**src/hdl/kht_pkg.sv**
```systemverilog
// Shared types, codes and defaults for the keyed hash table engine.
`default_nettype none
package kht_pkg;
  localparam int REQ_W = 3;
  localparam int KEY_W = 32;
  localparam int ID_PORT_W = 11;
  localparam int STATUS_W = 2;

  localparam int DEF_ENTRIES = 1024;
  localparam int DEF_NUM_BUCKETS = 8192;
  localparam int DEF_KEY_BYTES = 4;

  localparam logic [31:0] HASH_SEED = 32'd5381;

  typedef logic [REQ_W-1:0] req_t;
  typedef logic [STATUS_W-1:0] status_t;

  localparam req_t REQ_CREATE_KEYED = 3'd0;
  localparam req_t REQ_CREATE_UNKEYED = 3'd1;
  localparam req_t REQ_DELETE_ID = 3'd2;
  localparam req_t REQ_QUERY_KEY = 3'd3;
  localparam req_t REQ_QUERY_ID = 3'd4;

  localparam status_t STAT_OK = 2'd0;
  localparam status_t STAT_NOT_FOUND = 2'd1;
  localparam status_t STAT_FULL = 2'd2;
  localparam status_t STAT_BAD_ID = 2'd3;

  localparam logic [1:0] FLAG_NONE = 2'b00;
  localparam logic [1:0] FLAG_LIVE = 2'b01;
  localparam logic [1:0] FLAG_LIVE_KEYED = 2'b11;

  typedef enum logic [3:0] {
    S_CLEAR, S_IDLE, S_DECODE, S_FREE_WT, S_FLAG_WT, S_DEL_WT, S_HINIT, S_HASH,
    S_MOD, S_HEAD_RD, S_HEAD_WT, S_LINK, S_WALK_RD, S_WALK_WT, S_DEL_FIX, S_RESP
  } state_t;

  typedef enum logic [4:0] {
    OP_NONE, OP_CLEAR, OP_LATCH, OP_FREE_RD, OP_FLAG_RD, OP_ALLOC, OP_CHECK,
    OP_DEL_LOAD, OP_HASH_INIT, OP_HASH, OP_MOD, OP_HEAD_RD, OP_HEAD_WR, OP_LINK,
    OP_WALK_START, OP_WALK_RD, OP_WALK_CMP, OP_DEL_FIX, OP_RESP
  } dp_op_t;

  typedef enum logic [1:0] {EID_ZERO, EID_NEW, EID_TARGET, EID_CUR} eid_sel_t;

  typedef struct packed {
    dp_op_t   op;
    logic     ready;
    status_t  code;
    eid_sel_t eid;
  } cmd_t;

  typedef struct packed {
    logic in_valid;
    logic clear_done;
    req_t req;
    logic free_empty;
    logic tid_ok;
    logic live;
    logic keyed;
    logic hash_last;
    logic mod_last;
    logic mod_needed;
    logic walk_ok;
    logic match;
    logic out_busy;
  } stat_t;
endpackage
`default_nettype wire

```
**src/hdl/kht_ctrl.sv**
```systemverilog
// Request sequencer: decode, hash and chain if needed, then response per item.
`default_nettype none
module kht_ctrl (
  input  wire logic          clk,
  input  wire logic          rst,
  input  wire kht_pkg::stat_t stat,
  output kht_pkg::cmd_t      cmd
);
  import kht_pkg::*;

  state_t   state, state_next;
  status_t  resp_code, resp_code_next;
  eid_sel_t resp_eid, resp_eid_next;
  state_t   after_hash;

  always_ff @(posedge clk) begin
    if (rst) begin
      state <= S_CLEAR;
      resp_code <= STAT_OK;
      resp_eid <= EID_ZERO;
    end else begin
      state <= state_next;
      resp_code <= resp_code_next;
      resp_eid <= resp_eid_next;
    end
  end

  always_comb begin
    state_next = state;
    resp_code_next = resp_code;
    resp_eid_next = resp_eid;
    cmd.op = OP_NONE;
    cmd.ready = 1'b0;
    cmd.code = resp_code;
    cmd.eid = resp_eid;
    after_hash = (stat.req == REQ_DELETE_ID) ? S_DEL_FIX : S_HEAD_RD;
    unique case (state)
      S_CLEAR: begin
        cmd.op = OP_CLEAR;
        if (stat.clear_done) state_next = S_IDLE;
      end
      S_IDLE: begin
        cmd.ready = 1'b1;
        if (stat.in_valid) begin
          cmd.op = OP_LATCH;
          state_next = S_DECODE;
        end
      end
      S_DECODE: begin
        priority if (stat.req == REQ_CREATE_KEYED || stat.req == REQ_CREATE_UNKEYED) begin
          if (stat.free_empty) begin
            resp_code_next = STAT_FULL;
            resp_eid_next = EID_ZERO;
            state_next = S_RESP;
          end else begin
            cmd.op = OP_FREE_RD;
            state_next = S_FREE_WT;
          end
        end else if (stat.req == REQ_DELETE_ID || stat.req == REQ_QUERY_ID) begin
          if (!stat.tid_ok) begin
            resp_code_next = STAT_BAD_ID;
            resp_eid_next = EID_ZERO;
            state_next = S_RESP;
          end else begin
            cmd.op = OP_FLAG_RD;
            state_next = S_FLAG_WT;
          end
        end else if (stat.req == REQ_QUERY_KEY) begin
          state_next = S_HINIT;
        end else begin
          resp_code_next = STAT_OK;
          resp_eid_next = EID_ZERO;
          state_next = S_RESP;
        end
      end
      S_FREE_WT: begin
        cmd.op = OP_ALLOC;
        if (stat.req == REQ_CREATE_UNKEYED) begin
          resp_code_next = STAT_OK;
          resp_eid_next = EID_NEW;
          state_next = S_RESP;
        end else begin
          state_next = S_HINIT;
        end
      end
      S_FLAG_WT: begin
        cmd.op = OP_CHECK;
        priority if (!stat.live) begin
          resp_code_next = STAT_BAD_ID;
          resp_eid_next = EID_ZERO;
          state_next = S_RESP;
        end else if (stat.req == REQ_QUERY_ID) begin
          resp_code_next = STAT_OK;
          resp_eid_next = EID_TARGET;
          state_next = S_RESP;
        end else if (stat.keyed) begin
          state_next = S_DEL_WT;
        end else begin
          resp_code_next = STAT_OK;
          resp_eid_next = EID_ZERO;
          state_next = S_RESP;
        end
      end
      S_DEL_WT: begin
        cmd.op = OP_DEL_LOAD;
        state_next = S_HINIT;
      end
      S_HINIT: begin
        cmd.op = OP_HASH_INIT;
        state_next = S_HASH;
      end
      S_HASH: begin
        cmd.op = OP_HASH;
        if (stat.hash_last) state_next = stat.mod_needed ? S_MOD : after_hash;
      end
      S_MOD: begin
        cmd.op = OP_MOD;
        if (stat.mod_last) state_next = after_hash;
      end
      S_HEAD_RD: begin
        cmd.op = OP_HEAD_RD;
        state_next = S_HEAD_WT;
      end
      S_HEAD_WT: begin
        if (stat.req == REQ_CREATE_KEYED) begin
          cmd.op = OP_HEAD_WR;
          state_next = S_LINK;
        end else begin
          cmd.op = OP_WALK_START;
          state_next = S_WALK_RD;
        end
      end
      S_LINK: begin
        cmd.op = OP_LINK;
        resp_code_next = STAT_OK;
        resp_eid_next = EID_NEW;
        state_next = S_RESP;
      end
      S_WALK_RD: begin
        if (stat.walk_ok) begin
          cmd.op = OP_WALK_RD;
          state_next = S_WALK_WT;
        end else begin
          resp_code_next = STAT_NOT_FOUND;
          resp_eid_next = EID_ZERO;
          state_next = S_RESP;
        end
      end
      S_WALK_WT: begin
        cmd.op = OP_WALK_CMP;
        if (stat.match) begin
          resp_code_next = STAT_OK;
          resp_eid_next = EID_CUR;
          state_next = S_RESP;
        end else begin
          state_next = S_WALK_RD;
        end
      end
      S_DEL_FIX: begin
        cmd.op = OP_DEL_FIX;
        resp_code_next = STAT_OK;
        resp_eid_next = EID_ZERO;
        state_next = S_RESP;
      end
      S_RESP: begin
        if (!stat.out_busy) begin
          cmd.op = OP_RESP;
          state_next = S_IDLE;
        end
      end
      default: state_next = S_CLEAR;
    endcase
  end
endmodule
`default_nettype wire

```
**config.mk**
```make
export PLATFORM = sky130hd
export DESIGN_NAME = kht_ctrl
export DESIGN_NICKNAME = d
export VERILOG_FILES = /design/src/hdl/kht_pkg.sv /design/src/hdl/kht_ctrl.sv
export SDC_FILE = /design/constraint.sdc
export NUM_CORES = 1
export LEC_CHECK = 0
export BUFFER_PORTS_ARGS = -buffer_cell sky130_fd_sc_hd__buf_2
export CORE_ASPECT_RATIO = 1.4
export CORE_UTILIZATION = 25
export DETAILED_ROUTE_END_ITERATION = 7
export PLACE_DENSITY_LB_ADDON = 0.05
export SLEW_MARGIN = 5
export SYNTH_ARGS = -nofsm -noshare
export SYNTH_HDL_FRONTEND = slang
export SYNTH_SLANG_ARGS = --single-unit
```
**constraint.sdc**
```tcl
create_clock -name clk -period 1.8 [get_ports clk]
set_clock_uncertainty 0.15 [all_clocks]
set_input_delay 0.36 -clock clk [delete_from_list [all_inputs] [get_ports clk]]
set_output_delay 0.36 -clock clk [all_outputs]
set_load 0.02 [all_outputs]
```
After elaboration in Yosys (flattened, before gate mapping):

Cells that the tools add are included.

* bits in registers: 8
* bits in latches: 0
* memory bits (writable): 0
* bits in read-only memories: 0
* bits of input ports: 17
* output and inout port bits: 10
* word-level logic and storage cells: 96
* memories kept: 0

* add/subtract/negate cells: 0
* $mul: 0
* divide/modulo/power cells: 0
* order comparisons: 0
* eq/ne operators: 31
* shift-type cells: 0
* multiplexer cells: 52
* bitwise operators: 0
* reduce and logical (&&, ||, !) cells: 10

Operators by type and width (number)
* $pmux W5 S16: 1
* $mux W4: 15
* $pmux W4 S15: 1
* $mux W2: 25
* $eq A4 B4 Y1 const B: 8
* $eq A4 B3 Y1 const B: 4
* $ne A2 B2 Y1 const B: 8
* $reduce_and A8 Y1: 2
* $mux W3: 5
* $pmux W2 S7: 1
* $ne A4 B4 Y1 const B: 3
* $pmux W2 S6: 1
* $mux W5: 2
* $eq A4 B2 Y1 const B: 2
* $reduce_bool A7 Y1: 1
* $eq A3 B2 Y1 const B: 2
* $reduce_bool A6 Y1: 1
* $reduce_and A5 Y1: 1
* $eq A4 B1 Y1 const B: 1
* $logic_not A4 Y1: 1
* $eq A3 B1 Y1 const B: 1
* $eq A3 B3 Y1 const B: 1
* $logic_not A3 Y1: 1
* $ne A3 B3 Y1 const B: 1
* other kinds (3): 4

Depth between registers and ports, before layout:

Gate-level depths: netlist (run 1).

* word-level depth: 5
* mapped depth: 8
* depth with buffers taken out: 5

Worst setup path before layout (run 1):

Ideal clock, no wire load.

* path type: register -> output
* from: reg state[0]
* to: out cmd[5] (netlist bit)
* arrival time: 1.731 ns
* data required time: 1.290 ns
* setup slack: -0.441 ns
* stages on the path, launching flop included: 7
* buffers on the path: 3
* cell sequence: dfxtp_1 > buf_2 > buf_2 > buf_2 > nor2b_1 > nor2_1 > a221oi_1

RTL lines
* start, declared: line kht_ctrl.sv:11 `state_t state, state_next;`
* start signal, assigned: line kht_ctrl.sv:22 `state <= state_next;`
* end, declared: line kht_ctrl.sv:7 `output kht_pkg::cmd_t cmd`

==> metrics, run 1 <==
status=finished with violations; violated checks=negative setup slack; Syn Nets=184; cell chosen for the clock root=sky130_fd_sc_hd__clkbuf_8; cell area after technology mapping=0.00117 sq mm; Switch Pwr=0.251 mW; synth top area cells=sky130_fd_sc_hd__dfxtp_1 (14%), sky130_fd_sc_hd__a21oi_1 (6.4%), sky130_fd_sc_hd__nor2_1 (5.8%); average cell area after synthesis=7.04 sq um; number of global-route vias before repair=1526; share of async-settable or async-resettable flops after synthesis=0; Switching Share=0.341; fin worst setup slack=-0.393 ns; Power Density=337 mW/mm^2; count of port buffers added during placement=26; share of post-route cells with drive strength above 1=0.588; # H-tree levels=1; DRT antenna net count=0; starting density of the core=0.259; most frequent cell after synthesis=sky130_fd_sc_hd__nor2_1; first-pass iteration count of the detailed router=4; Antenna diodes=0; pin count of the biggest net entering global routing=24; die extent in y=83.1 um; Setup WS pre-CTS=-0.331 ns; maximum fanout along the worst path=2; number of hold buffers added after cts=0; clock edge transition at the registers on the reported setup and hold paths=0.04 ns; Yosys top cell area share=0.136; HPWL Detailed=3660 um; crit path DAT=1.68 ns; overall routing resource usage=0.202; Placer Congestion=0.883; slew at the pin closest to its max-slew limit=0.453 ns; library cell occupying the most area in the post-synthesis netlist=sky130_fd_sc_hd__dfxtp_1; gate count of the mapped netlist=167; Floorplan Core Area=0.00454 sq mm; worst min-delay path category=in2reg; final std cells w/o fill=305; Peak supply drop=0.176 mV; final wirelength=5130 um; overall power consumption=0.737 mW; total DRC errors in the routed layout=0; total of flip-flops plus latches after synthesis=8; first-pass GRT wire length=7580 um; total instance count after detailed placement=287; layout filler cell count=451; number of distinct library cells after synthesis=56; routed len/inst=16.8 um; CTS Sinks=8; Main synth FF type=sky130_fd_sc_hd__dfxtp_1; type of the setup path with the least slack=reg2out; RSZ-0062 raised after global routing=true; portion of the post-synthesis area used by sequential elements=0.136; global route overflow=0; die extent in x=59.9 um; initial antenna violation count=0; Net count, final=262; clock network power share=0.298; number of setup violations in the final report=14; CTS tree=done; kind of capture point of the worst setup path=primary output; final worst path period need=2.19 ns; number of DRC violations after detailed-routing iteration 0=52; number of buffers on the longest clock path=2; sequential group share of total power=0.255; critical path data required time=1.29 ns; maximum frequency from static timing analysis=456 MHz; internal power=0.486 mW; clock latency of the later-clocked register in the worst-skew pair=0.23 ns; fraction of power consumed by combinational cells=0.447; I/O Pins=27; final critical-path share of the clock period=1.22; number of CTS-inserted buffers=3; vias per std cell=5.27; full die area=0.00498 sq mm; total leakage power=0.880 nW; Post-synth EDFFs=0; layout overhead on the synthesized area=85.9%; number of vias after detailed routing=1607; startpoint type of the worst setup path=flop; number of hold violations in the final report=0; synth cell count leaders=sky130_fd_sc_hd__nor2_1 (18), sky130_fd_sc_hd__a21oi_1 (15), sky130_fd_sc_hd__nand2_1 (13), sky130_fd_sc_hd__o21ai_0 (13), sky130_fd_sc_hd__buf_2 (11); Final Max Slew Viols=0; Worst slew margin=0.695; floorplan row count=29; max_cap viols=0; warnings from Yosys=0
[cells by family after synthesis]
logic type / after synthesis / share of synthesized area
DFF: 8 / 0.136
muxes: 5 / 0.0479
adders and majority gates: 1 / 0.00852
xor gates and xnor gates: 1 / 0.0138
and+or+nand+nor: 72 / 0.351
AOI/OAI and AO/OA: 59 / 0.357
buffers and inverters: 21 / 0.0852
[power by group through the flow]
stage	clock (mW)	sequential (mW)	combinational [mW]
global route	0.233	0.189	0.356
global placement	0	0.189	0.267
finish	0.220	0.188	0.329
detailed placement	0	0.189	0.267
floorplan	0	0.189	0.159
CTS	0.223	0.188	0.292
[sequential cells by signal (all words and copies together) (netlist names)]
signal,flops
resp_code,2
resp_eid,2
state,4
[metrics by stage]
stage | hold WS, ns | TNS, ns | instance area [sq um] | utilization
floorplan | 0.276 | -0.317 | 1220 | -
global placement | 0.297 | -1.66 | 1680 | 0.371
detailed placement | 0.313 | -1.93 | 1680 | 0.371
CTS | 0.235 | -1.83 | 1900 | 0.420
global route | 0.262 | -3.61 | 2180 | 0.482
finish | 0.247 | -2.65 | 2180 | 0.482
[path summary, 6_finish.rpt]
check                                 start          end  slack (ns)  cells past startpoint
worst max-delay path               state[3]       cmd[7]       -0.39                      5
worst min register to register  resp_eid[0]  resp_eid[0]        0.31                      2
worst max register to register     state[3]     state[1]       -0.25                      9
worst min-delay path                    rst     state[0]        0.25                      2
[routing by layer]
layer / part of all wire / GRT usage / wire length [um] / vias to the layer above
li1: - / - / - / 780
met3: 0.026 / 0.0140 / 135 / 14
met4: 0.032 / 0.0888 / 165 / 0
met1: 0.39 / 0.242 / 2000 / 769
met2: 0.55 / 0.352 / 2830 / 44
met5: 0 / 0 / 0 / -
[layout make-up]
class                           instances  area, sq um  share of cell area
Clock buffer                            3         41.3              0.0189
Inverter                                6         27.5              0.0126
Sequential cell                         8          168              0.0767
Multi-Input combinational cell        138         1150               0.526
Tap cell                               62         77.6              0.0355
Timing Repair Buffer                   88          722               0.330
[worst max-delay path, cell delays in order, from the launching register on]
cell and delay, ns:
sky130_fd_sc_hd__dfxtp_2 0.32, sky130_fd_sc_hd__or4b_4 0.57, sky130_fd_sc_hd__nor4b_4 0.25, sky130_fd_sc_hd__nor2_1 0.10, sky130_fd_sc_hd__o221ai_2 0.06, sky130_fd_sc_hd__buf_4 0.16
[placed cells by master, fill, tap and decap left out, types with 3 or more instances in the layout]
cell type / instances
sky130_fd_sc_hd__nand2_1: 12
sky130_fd_sc_hd__a21oi_1: 10
sky130_fd_sc_hd__a21oi_2: 4
sky130_fd_sc_hd__buf_4: 50
sky130_fd_sc_hd__dfxtp_1: 4
sky130_fd_sc_hd__mux2i_1: 3
sky130_fd_sc_hd__inv_1: 4
sky130_fd_sc_hd__dfxtp_2: 3
sky130_fd_sc_hd__nand2b_1: 3
sky130_fd_sc_hd__nor4_1: 3
sky130_fd_sc_hd__buf_6: 13
sky130_fd_sc_hd__nor2_1: 15
sky130_fd_sc_hd__nand3_1: 3
sky130_fd_sc_hd__nor3_1: 4
sky130_fd_sc_hd__buf_2: 20
sky130_fd_sc_hd__nor2b_1: 5
sky130_fd_sc_hd__o21ai_0: 9
sky130_fd_sc_hd__clkbuf_8: 3
[what timing repair did]
item,4_1_cts,5_1_grt
setup buffers,3,9
gates resized for setup,39,34
pin swaps,5,5
gates cloned,0,3
setup endpoints to repair,14,14
(Power assumes the default switching activity.)
==> run 2, diff against run 1 <==
clock period = 2.5 ns   (was 1.8 ns; I/O delays follow)
==> run 2 against run 1 <==
  * The run now ends clean
  * Clock power decreased by 31%
  * Die area stayed put
  * Worst setup slack better by 0.45 ns
  * Clock-buffer cell count unchanged
  * Sequential share of layout area grew 3.5 points
  * Sequential cell count did not move
  * Final cell count fell by 18%
  * Largest cell class unchanged
  * Hold slack improved by 0.065 ns
  * Total power shrank 40%
  * Register-to-register slack better by 0.51 ns
==> metrics, run 2 (synthesized netlist as in run 1, its figures left out) <==
total leakage power=0.533 nW (-39%); CTS Sinks=8 (unchanged); number of CTS-inserted buffers=3 (unchanged); Hold Crit Endpoint=resp_code[0]; Floorplan Core Area=0.00454 sq mm (unchanged); floorplan row count=29 (unchanged); first-pass iteration count of the detailed router=4 (unchanged); Antenna diodes=0 (unchanged); setup slack, reg-to-reg=0.26 ns (+0.51 ns); status=completed; share of post-route cells with drive strength above 1=0.275 (-0.313); die extent in y=83.1 um (unchanged); maximum fanout along the worst path=2 (unchanged); fin worst setup slack=0.0578 ns (+0.451 ns); number of vias after detailed routing=1387 (-14%); full die area=0.00498 sq mm (unchanged); Worst Min Path Start=resp_code[0]; pin count of the biggest net entering global routing=38 (+58%); vias per std cell=5.53 (+4.9%); # H-tree levels=1 (unchanged); DRT antenna net count=0 (unchanged); total DRC errors in the routed layout=0 (unchanged); Final Max Slew Viols=0 (unchanged); number of buffers on the longest clock path=2 (unchanged); global route overflow=0 (unchanged); depth of the worst register-to-register path=7 (-2); most used cells in the layout excluding fill and tap cells=sky130_fd_sc_hd__buf_2 (25), sky130_fd_sc_hd__nor2_1 (18), sky130_fd_sc_hd__a21oi_1 (15); clock latency of the later-clocked register in the worst-skew pair=0.22 ns (about the same); final std cells w/o fill=251 (-18%); starting density of the core=0.259 (unchanged); worst min-delay path category=reg2reg; kind of capture point of the worst setup path=primary output; Core Util, Final=0.316 (-0.166); final worst path period need=2.44 ns; I/O Pins=27 (unchanged); final wirelength=4000 um (-22%); maximum frequency from static timing analysis=409 MHz; number of cells on the worst hold path=2 (unchanged); die extent in x=59.9 um (unchanged); number of hold buffers added after cts=0 (unchanged); routed len/inst=15.9 um (-5.4%); critical path data required time=1.85 ns (+0.56 ns); initial antenna violation count=0 (unchanged); area taken by flip-flops and latches=160 sq um (-4.5%); final total negative setup slack=0 ns (+2.65 ns); number of hold violations in the final report=0 (unchanged); number of DRC violations after detailed-routing iteration 0=32 (-38%); max_cap viols=0 (unchanged); cell chosen for the clock root=sky130_fd_sc_hd__clkbuf_8; clock edge transition at the registers on the reported setup and hold paths=0.04 ns (about the same); layout overhead on the synthesized area=22.0%; count of port buffers added during placement=26 (unchanged); top flop regs=state (4), resp_code (2), resp_eid (2); first-pass GRT wire length=6400 um (-16%); final critical-path share of the clock period=0.977; slew at the pin closest to its max-slew limit=0.605 ns (+0.152 ns); Placer Congestion=0.846 (-4.2%); Net count, final=208 (-21%); type of the setup path with the least slack=reg2out; total instance count after detailed placement=247 (-14%); area occupied by multi-input gates=915 sq um (-20%); Setup WS pre-CTS=0.157 ns (+0.488 ns); beginning of the worst register-to-register path=state[0]; CTS tree=done; Power Density=309 mW/mm^2 (-8.5%); reg-to-reg critical path endpoint=state[3]; Peak supply drop=0.111 mV (-37%); leading cell type in the layout, fill and taps excluded=sky130_fd_sc_hd__buf_2; RSZ-0062 raised after global routing=false; startpoint type of the worst setup path=flop; HPWL Detailed=3050 um (-17%); Largest register FFs=4 (unchanged); overall routing resource usage=0.166 (-0.0359); Worst slew margin=0.586 (-0.109); Biggest register=state; number of global-route vias before repair=1269 (-17%); number of setup violations in the final report=0 (-14); layout filler cell count=511 (+13%); crit path DAT=1.79 ns (+0.11 ns)
-- run 2: area by class of cell --
cell class	instances	area share
tap	62	0.0541
clock buffer	3	0.0288
timing repair buffer	34	0.152
sequential	8	0.112
inverter	6	0.0157
multi-input combinational	138	0.638
-- run 2: critical path, cell delays in order, from the launching register on --
cell and delay (ns):
sky130_fd_sc_hd__dfxtp_1 0.32, sky130_fd_sc_hd__or4b_4 0.56, sky130_fd_sc_hd__nor4b_4 0.33, sky130_fd_sc_hd__nor2_1 0.09, sky130_fd_sc_hd__o221ai_1 0.08, sky130_fd_sc_hd__buf_4 0.18
-- run 2: power by group --
group / switching, mW / total (mW) / internal (mW)
registers: 0.00264 / 0.134 / 0.132
logic: 0.0957 / 0.158 / 0.0618
clock network: 0.0472 / 0.151 / 0.104
total: 0.146 / 0.443 / 0.297
-- run 2: timing repair --
item	CTS	global route
endpoints found under the hold margin	0	0
gates resized for setup	0	1
buffers inserted	0	1
endpoints found under the setup margin	0	1
-- run 2: routing by layer --
layer	track usage	share of wire	routed length, um	up-vias
met5	0	0	0	-
met4	0.0782	0.029	117	0
met3	0.0234	0.034	137	8
met2	0.267	0.52	2070	35
met1	0.210	0.42	1670	665
li1	-	-	-	679
-- run 2: through the flow --
stage | instance area (sq um) | power [mW] | hold slack [ns]
floorplan | 1170 | 0.241 | 0.385
global placement | 1380 | 0.292 | 0.298
detailed placement | 1380 | 0.292 | 0.306
CTS | 1420 | 0.448 | 0.317
global route | 1430 | 0.467 | 0.350
finish | 1430 | 0.443 | 0.312
-- run 2: worst max path at each step --
stage	startpoint	to
2_1_floorplan	state[0]	cmd[5]
3_3_place_gp	stat[12]	state[3]
3_5_place_dp	stat[12]	cmd[5]
4_1_cts	state[3]	cmd[7]
6_report	state[3]	cmd[7]
5_1_grt	state[3]	cmd[7]
